--- config.mk ---
export PLATFORM = sky130hd
export DESIGN_NAME = ipv4_ingress_classifier_core
export DESIGN_NICKNAME = d
export VERILOG_FILES = /design/src/rtl/core/ipv4c_pkg.sv /design/src/rtl/core/ipv4c_port_table.sv /design/src/rtl/core/ipv4_ingress_classifier_core.sv
export SDC_FILE = /design/constraint.sdc
export NUM_CORES = 1
export LEC_CHECK = 0
export BUFFER_PORTS_ARGS = -buffer_cell sky130_fd_sc_hd__buf_2
export CORE_MARGIN = 4
export CORE_UTILIZATION = 62
export CTS_BUF_LIST = sky130_fd_sc_hd__clkbuf_16
export DETAILED_ROUTE_END_ITERATION = 8
export PLACE_DENSITY = 0.84
export SLEW_MARGIN = 20
export SYNTH_ARGS = -nofsm -noshare
export SYNTH_HDL_FRONTEND = slang
export SYNTH_SLANG_ARGS = --single-unit
--- constraint.sdc ---
create_clock -name clk -period 12.6 [get_ports clk]
set_input_delay 0.63 -clock clk [delete_from_list [all_inputs] [get_ports clk]]
set_output_delay 0.63 -clock clk [all_outputs]
set_load 0.005 [all_outputs]
--- src/rtl/core/ipv4c_pkg.sv ---
package ipv4c_pkg;

  localparam int PORT_SLOTS = 16;
  localparam int SLOT_W     = (PORT_SLOTS > 1) ? $clog2(PORT_SLOTS) : 1;
  localparam logic [15:0] DF_MASK = 16'(1 << 14);

  typedef enum logic [1:0] {
    CMD_BYTE   = 2'd0,
    CMD_BIND   = 2'd1,
    CMD_UNBIND = 2'd2,
    CMD_NONE   = 2'd3
  } cmd_t;

  typedef enum logic [3:0] {
    ST_DELIVER      = 4'd0,
    ST_ECHO         = 4'd1,
    ST_ICMP_OTHER   = 4'd2,
    ST_TOO_SHORT    = 4'd3,
    ST_BAD_CSUM     = 4'd4,
    ST_INVALID_DF   = 4'd5,
    ST_FRAG_UNSUP   = 4'd6,
    ST_UNKNOWN_PROT = 4'd7,
    ST_SHORT_XPORT  = 4'd8,
    ST_NO_LISTENER  = 4'd9,
    ST_PROT_MISM    = 4'd10,
    ST_BOUND        = 4'd11,
    ST_IN_USE       = 4'd12,
    ST_TABLE_FULL   = 4'd13,
    ST_UNBOUND      = 4'd14,
    ST_NOT_FOUND    = 4'd15
  } status_t;

  localparam logic [7:0] PROTO_ICMP = 8'd1;
  localparam logic [7:0] PROTO_TCP  = 8'd6;
  localparam logic [7:0] PROTO_UDP  = 8'd17;
  localparam logic [7:0] ICMP_ECHO_REQ = 8'd8;

  // lookup / update request to the port table
  typedef struct packed {
    logic        bind_en;
    logic        unbind_en;
    logic [15:0] key;
    logic [7:0]  proto;
  } tbl_req_t;

  typedef struct packed {
    logic       hit;
    logic [7:0] hit_proto;
    logic       full;
  } tbl_rsp_t;

endpackage

--- src/rtl/core/ipv4c_port_table.sv ---
module ipv4c_port_table (
  input  logic                clk,
  input  logic                rst_n,
  input  ipv4c_pkg::tbl_req_t req,
  output ipv4c_pkg::tbl_rsp_t rsp
);
  import ipv4c_pkg::*;

  logic [PORT_SLOTS-1:0] valid_r;
  logic [15:0]           port_r  [PORT_SLOTS];
  logic [7:0]            proto_r [PORT_SLOTS];

  logic [PORT_SLOTS-1:0] match;
  logic [SLOT_W-1:0]     hit_idx;
  logic [SLOT_W-1:0]     free_idx;
  logic                  hit;
  logic                  free_found;
  logic                  do_bind;
  logic                  do_unbind;

  always_comb begin
    for (int i = 0; i < PORT_SLOTS; i++) begin
      match[i] = valid_r[i] && (port_r[i] == req.key);
    end
  end

  // lowest matching slot and lowest free slot
  always_comb begin
    hit        = 1'b0;
    hit_idx    = '0;
    free_found = 1'b0;
    free_idx   = '0;
    for (int i = PORT_SLOTS - 1; i >= 0; i--) begin
      if (match[i]) begin
        hit     = 1'b1;
        hit_idx = SLOT_W'(i);
      end
      if (!valid_r[i]) begin
        free_found = 1'b1;
        free_idx   = SLOT_W'(i);
      end
    end
  end

  assign rsp.hit       = hit;
  assign rsp.hit_proto = proto_r[hit_idx];
  assign rsp.full      = !free_found;

  assign do_bind   = req.bind_en && (req.key != 16'd0) && !hit && free_found;
  assign do_unbind = req.unbind_en && (req.key != 16'd0) && hit;

  always_ff @(posedge clk) begin
    if (!rst_n) begin
      valid_r <= '0;
    end else if (do_bind) begin
      valid_r[free_idx] <= 1'b1;
    end else if (do_unbind) begin
      valid_r[hit_idx] <= 1'b0;
    end
  end

  always_ff @(posedge clk) begin
    if (do_bind) begin
      port_r[free_idx]  <= req.key;
      proto_r[free_idx] <= req.proto;
    end
  end

endmodule

--- src/rtl/core/ipv4_ingress_classifier_core.sv ---
// an accepted item is registered in the input register and its result in the result
// register; one item per cycle is accepted back to back while the receiver does not
// stall, set by the single-pass header update and the parallel port table compare;
// a result held by a stalled receiver holds the input register
// reset: synchronous active-low rst_n clears the packet state, marks every
// port slot free and sets max_packet_length to 1500
module ipv4_ingress_classifier_core (
  input  logic        clk,
  input  logic        rst_n,
  // input channel
  input  logic        in_tvalid,
  output logic        in_tready,
  input  logic [31:0] in_tdata,   // data_byte[7:0], port_value[23:8], bind_protocol[31:24]
  input  logic [1:0]  in_tuser,   // command[1:0]
  input  logic        in_tlast,   // last_byte
  // result channel
  output logic        out_tvalid,
  input  logic        out_tready,
  output logic [87:0] out_tdata,  // protocol[7:0], source_address[39:8],
                                  // source_port[55:40], destination_port[71:56],
                                  // packet_length[87:72]
  output logic [3:0]  out_tuser,  // status[3:0]
  // configuration
  input  logic        cfg_valid,
  output logic        cfg_ready,
  input  logic [15:0] cfg_data    // max_packet_length
);
  import ipv4c_pkg::*;

  // ---------------- configuration register ----------------
  logic [15:0] max_len_r;
  assign cfg_ready = 1'b1;
  always_ff @(posedge clk) begin
    if (!rst_n) begin
      max_len_r <= 16'd1500;
    end else if (cfg_valid) begin
      max_len_r <= cfg_data;
    end
  end

  // ---------------- input register ----------------
  logic        s1_valid_r;
  cmd_t        s1_cmd_r;
  logic [7:0]  s1_byte_r;
  logic        s1_last_r;
  logic [15:0] s1_port_r;
  logic [7:0]  s1_bproto_r;
  logic        advance;

  // the result register frees up when empty or taken this cycle
  assign advance   = !out_tvalid || out_tready;
  assign in_tready = !s1_valid_r || advance;

  always_ff @(posedge clk) begin
    if (!rst_n) begin
      s1_valid_r <= 1'b0;
    end else if (in_tready) begin
      s1_valid_r <= in_tvalid;
    end
  end

  always_ff @(posedge clk) begin
    if (in_tready && in_tvalid) begin
      s1_cmd_r    <= cmd_t'(in_tuser);
      s1_byte_r   <= in_tdata[7:0];
      s1_last_r   <= in_tlast;
      s1_port_r   <= in_tdata[23:8];
      s1_bproto_r <= in_tdata[31:24];
    end
  end

  logic fire;
  assign fire = s1_valid_r && advance;

  // ---------------- per-packet state ----------------
  logic [15:0] byte_count_r, byte_count_nxt;
  logic [16:0] header_sum_r, header_sum_nxt;
  logic [15:0] tot_len_r,    tot_len_nxt;
  logic        df_r,         df_nxt;
  logic [7:0]  proto_r,      proto_nxt;
  logic [31:0] src_r,        src_nxt;
  logic [7:0]  icmp_type_r,  icmp_type_nxt;
  logic [31:0] ports_r,      ports_nxt;

  logic [15:0] pos;
  logic [15:0] sum_add;
  logic [17:0] sum_raw;
  logic [16:0] sum_fold;
  logic        pkt;

  assign pkt     = fire && (s1_cmd_r == CMD_BYTE);
  assign pos     = byte_count_r;
  // even offsets are the high byte of a big-endian header word
  assign sum_add = pos[0] ? {8'd0, s1_byte_r} : {s1_byte_r, 8'd0};
  assign sum_raw = {1'b0, header_sum_r} + {2'd0, sum_add};
  assign sum_fold = {1'b0, sum_raw[15:0]} + {15'd0, sum_raw[17:16]};

  always_comb begin
    byte_count_nxt = (byte_count_r != 16'hFFFF) ? byte_count_r + 16'd1 : byte_count_r;
    header_sum_nxt = (pos < 16'd20) ? sum_fold : header_sum_r;
    tot_len_nxt    = tot_len_r;
    df_nxt         = df_r;
    proto_nxt      = proto_r;
    src_nxt        = src_r;
    icmp_type_nxt  = icmp_type_r;
    ports_nxt      = ports_r;
    if (pos == 16'd2) begin
      tot_len_nxt = {s1_byte_r, tot_len_r[7:0]};
    end else if (pos == 16'd3) begin
      tot_len_nxt = {tot_len_r[15:8], s1_byte_r};
    end else if (pos == 16'd6) begin
      df_nxt = |({s1_byte_r, 8'd0} & DF_MASK);
    end else if (pos == 16'd9) begin
      proto_nxt = s1_byte_r;
    end else if (pos >= 16'd12 && pos < 16'd16) begin
      src_nxt = {src_r[23:0], s1_byte_r};
    end else if (pos >= 16'd20 && pos < 16'd24) begin
      if (pos == 16'd20) begin
        icmp_type_nxt = s1_byte_r;
      end
      ports_nxt = {ports_r[23:0], s1_byte_r};
    end
  end

  // ---------------- port table ----------------
  tbl_req_t tbl_req;
  tbl_rsp_t tbl_rsp;

  always_comb begin
    tbl_req.bind_en   = fire && (s1_cmd_r == CMD_BIND);
    tbl_req.unbind_en = fire && (s1_cmd_r == CMD_UNBIND);
    tbl_req.key       = (s1_cmd_r == CMD_BYTE) ? ports_nxt[15:0] : s1_port_r;
    tbl_req.proto     = s1_bproto_r;
  end

  ipv4c_port_table u_table (
    .clk   (clk),
    .rst_n (rst_n),
    .req   (tbl_req),
    .rsp   (tbl_rsp)
  );

  // ---------------- verdict ----------------
  status_t verdict;
  logic    with_ports;

  always_comb begin
    with_ports = 1'b0;
    verdict    = ST_DELIVER;
    if (byte_count_nxt < 16'd20) begin
      verdict = ST_TOO_SHORT;
    end else if (header_sum_nxt[15:0] != 16'hFFFF) begin
      verdict = ST_BAD_CSUM;
    end else if (tot_len_nxt > byte_count_nxt || tot_len_nxt > max_len_r) begin
      verdict = df_nxt ? ST_INVALID_DF : ST_FRAG_UNSUP;
    end else if (tot_len_nxt < 16'd20) begin
      verdict = ST_TOO_SHORT;
    end else if (proto_nxt == PROTO_ICMP) begin
      if (tot_len_nxt < 16'd28) begin
        verdict = ST_SHORT_XPORT;
      end else begin
        verdict = (icmp_type_nxt == ICMP_ECHO_REQ) ? ST_ECHO : ST_ICMP_OTHER;
      end
    end else if (proto_nxt == PROTO_UDP || proto_nxt == PROTO_TCP) begin
      if ((proto_nxt == PROTO_UDP && tot_len_nxt < 16'd28) ||
          (proto_nxt == PROTO_TCP && tot_len_nxt < 16'd40)) begin
        verdict = ST_SHORT_XPORT;
      end else begin
        with_ports = 1'b1;
        // a zero destination port never matches a binding
        if (ports_nxt[15:0] == 16'd0 || !tbl_rsp.hit) begin
          verdict = ST_NO_LISTENER;
        end else if (tbl_rsp.hit_proto != proto_nxt) begin
          verdict = ST_PROT_MISM;
        end else begin
          verdict = ST_DELIVER;
        end
      end
    end else begin
      verdict = ST_UNKNOWN_PROT;
    end
  end

  // packet state update; a verdict clears it
  always_ff @(posedge clk) begin
    if (!rst_n) begin
      byte_count_r <= '0;
      header_sum_r <= '0;
      tot_len_r    <= '0;
      df_r         <= 1'b0;
      proto_r      <= '0;
      src_r        <= '0;
      icmp_type_r  <= '0;
      ports_r      <= '0;
    end else if (pkt) begin
      if (s1_last_r) begin
        byte_count_r <= '0;
        header_sum_r <= '0;
        tot_len_r    <= '0;
        df_r         <= 1'b0;
        proto_r      <= '0;
        src_r        <= '0;
        icmp_type_r  <= '0;
        ports_r      <= '0;
      end else begin
        byte_count_r <= byte_count_nxt;
        header_sum_r <= header_sum_nxt;
        tot_len_r    <= tot_len_nxt;
        df_r         <= df_nxt;
        proto_r      <= proto_nxt;
        src_r        <= src_nxt;
        icmp_type_r  <= icmp_type_nxt;
        ports_r      <= ports_nxt;
      end
    end
  end

  // ---------------- result register ----------------
  logic        res_en;
  status_t     res_status;
  logic [7:0]  res_proto;
  logic [31:0] res_src;
  logic [15:0] res_sport;
  logic [15:0] res_dport;
  logic [15:0] res_len;

  always_comb begin
    res_en     = 1'b0;
    res_status = ST_DELIVER;
    res_proto  = '0;
    res_src    = '0;
    res_sport  = '0;
    res_dport  = '0;
    res_len    = '0;
    case (s1_cmd_r)
      CMD_BYTE: begin
        res_en     = s1_last_r;
        res_status = verdict;
        res_proto  = proto_nxt;
        res_src    = src_nxt;
        res_sport  = with_ports ? ports_nxt[31:16] : 16'd0;
        res_dport  = with_ports ? ports_nxt[15:0] : 16'd0;
        res_len    = tot_len_nxt;
      end
      CMD_BIND: begin
        res_en    = 1'b1;
        res_proto = s1_bproto_r;
        res_dport = s1_port_r;
        if (s1_port_r == 16'd0) begin
          res_status = ST_NOT_FOUND;
        end else if (tbl_rsp.hit) begin
          res_status = ST_IN_USE;
        end else if (tbl_rsp.full) begin
          res_status = ST_TABLE_FULL;
        end else begin
          res_status = ST_BOUND;
        end
      end
      CMD_UNBIND: begin
        res_en     = 1'b1;
        res_dport  = s1_port_r;
        res_status = (s1_port_r != 16'd0 && tbl_rsp.hit) ? ST_UNBOUND : ST_NOT_FOUND;
      end
      default: begin
        res_en = 1'b0;
      end
    endcase
  end

  logic out_valid_r;
  assign out_tvalid = out_valid_r;

  always_ff @(posedge clk) begin
    if (!rst_n) begin
      out_valid_r <= 1'b0;
    end else if (advance) begin
      out_valid_r <= fire && res_en;
    end
  end

  always_ff @(posedge clk) begin
    if (fire && res_en) begin
      out_tuser <= res_status;
      out_tdata <= {res_len, res_dport, res_sport, res_src, res_proto};
    end
  end

endmodule

==> impl_metrics.ini <==
[die]
dieArea_um2 = 59900
io_pins = 151
die_x_um = 245
floorplan.initialDensity = 0.629
core_area_um2 = 55300
rows = 86
chipHeight_um = 245

[clock_tree]
tritoncts = yes
cts_setup_buffers = 0
clkSinkCount = 675
cts_root_buf = clkbuf_16
cts_buffer_depth = 3
clk_pin_slew_ps = 60
hold_buffers = 0
cts_resized = 0
clock_latency_ps = 630
cts_made_buffers = 71
htreeDepth = 3

[global_routing]
grt_usage = 0.354
grt_overflow_total = 0
grt_max_degree = 128
antenna_found_initial = 0
grt_pass1_vias = 26700
grt_pass1_wl_um = 163000

[worst_setup_path]
critPathSlowestCell = edfxtp_1
critPathLaunch = s1_byte_r[1]
cp_common_cell = a21oi_1
crit_type = reg2reg
cp-end-kind = register
cp_max_fo = 16
critPathLaunchType = register
crit_required_ps = 13030
arrival_ps = 8820
r2r-start = s1_byte_r[1]
cpPeakStageDelay_ps = 640

[power_and_ir_drop]
ir_drop_mv = 0.133
leakage_nw = 13.3
p_total_mw = 4.78
p_per_area_nw_per_um2 = 124

[placement]
dp_hpwl_um = 73700
place_congestion = 0.963
portBuffers = 149

[logic_synthesis]
yosysMostFrequentCell = edfxtp_1
synth_edf_count = 511
ys_seq_area_frac = 0.536
ys_ff_latch = 675
syn-num-nets = 3266
yosysTopAreaCell = edfxtp_1
yosysWarnings = 0
synthTopCellsByArea = edfxtp_1, dfxtp_1, xnor2_1
netlist.area_leader.share = 0.441
ys_types = 98
syn-instance-count = 3150
netlist_area_um2 = 34800
async_flop_share = 0
syn_avg_cell_area_um2 = 11.0
synthFlopType = edfxtp_1
synthTopCellsByCount = edfxtp_1, xnor2_1, nand2_1, nor2_1, dfxtp_1

[detailed_routing]
drc = 0
vias = 27700
ant_nets = 0
first_pass_iters = 8
drt-total-wl_um = 109000
via_per_inst = 6.79
first_iter_violations = 3542
routedWlPerCell_um = 26.7

[finish]
layout-drive-gt1-share = 0.137
syn_to_final_growth_pct = 11.3
final_nets = 3389

[worst_hold_path]
hold_path.class = in2reg
min_from = in_tdata[21]

[timing]
max_freq_ghz = 0.119
worst_pin_slew_ps = 1230
rsz0062_at_grt = false
fin_crit_ps = 8400
fin_skew_ps = 26.3
hold_viol = 0
relSlewSlack = 0.155
slew_violations = 0
period_share = 0.666
finalSetupViolations = 0
tns_ps = 0

[run_status]
outcome = completed

[flow_run]
maxCapViolations = 0
## cell usage in the layout (no fill, tap or decap), types with 44 or more instances in the layout
cell type,synthesis,final
a21oi_1,123,123
a22oi_1,104,104
and2_1,47,46
buf_2,22,148
buf_4,12,77
clkbuf_16,0,72
dfxtp_1,164,164
edfxtp_1,511,511
ha_1,58,57
inv_1,97,110
mux2i_1,90,82
nand2_1,243,243
nand2b_1,46,46
nand3_1,77,76
nand4_1,93,93
nor2_1,165,146
nor2b_1,138,138
nor3_1,52,50
nor4_1,46,44
o21ai_0,95,94
o22ai_1,55,55
xnor2_1,265,265
## stage by stage
stage	area, µm²	setup slack, ps	hold slack [ps]	utilization	instances
final	38700	4200	180	0.700	4079
after global routing	38700	3760	165	0.699	4078
after CTS	38700	4470	163	0.699	4078
after detailed placement	36500	4530	485	0.659	3948
after global placement	36500	4830	481	0.659	3948
after floorplan	34800	2550	461	-	3150
## registers in the layout, summed over array words and instances (netlist names)
signal / count
s1_byte_r: 8
u_table.proto_r: 128
icmp_type_r: 8
s1_bproto_r: 8
max_len_r: 16
df_r: 1
s1_valid_r: 1
header_sum_r: 17
out_tuser: 4
s1_last_r: 1
u_table.valid_r: 16
s1_port_r: 16
out_tdata: 88
u_table.port_r: 256
ports_r: 32
byte_count_r: 16
out_tvalid: 1
proto_r: 8
s1_cmd_r: 2
src_r: 32
tot_len_r: 16
## kinds of logic (layout without fill, tap and decap cells)
kind of cell | Yosys count | count (layout) | share of synthesized area
AOI/OAI and AO/OA | 632 | 632 | 0.126
xor gates and xnor gates | 305 | 305 | 0.0768
DFF | 675 | 675 | 0.536
buffers and inverters | 277 | 457 | 0.0331
adders and majority gates | 60 | 60 | 0.0220
muxes | 138 | 138 | 0.0427
and+or+nand+nor | 1062 | 1062 | 0.164
other | 1 | 2 | 0.000108
## layer usage
layer,vias up,part of all wire,wire (µm),global-route usage
li1,12000,-,-,-
met1,13400,0.37,40600,0.467
met2,1890,0.46,49800,0.562
met3,419,0.11,11600,0.0720
met4,0,0.062,6760,0.180
met5,-,0,0,0
## worst max-delay path, delay by kind of cell (launching register included)
| kind | cells | cell delay, ps |
|---|---|---|
| simple gates | 8 | 1820 |
| compound gates | 16 | 3890 |
| fa+ha+maj | 3 | 1050 |
| xor+xnor | 2 | 300 |
| mux | 1 | 100 |
| buf+inv | 2 | 350 |
| flops | 1 | 640 |
## power by group
group	switching [mW]	internal, mW
registers	0.0264	2.41
logic	0.223	0.112
clock network	0.897	1.11
## worst paths after layout
check	slack [ps]	cells after the start	end
max	4200	32	out_tdata[61]
min	180	1	s1_port_r[13]
max reg2reg	4200	32	out_tdata[61]
min reg2reg	490	2	max_len_r[2]
## area by class of cell
class                   count  area [µm²]
clock inverters            58         404
inverters                 102         383
repair buffers            225        1320
flip-flops and latches    675       18600
clock buffers              72        1800
fillers                  3945       16600
well taps                 748         936
multi-input cells        2198       15200
diodes                      1        2.50
Power figures use the tool's default switching activity.
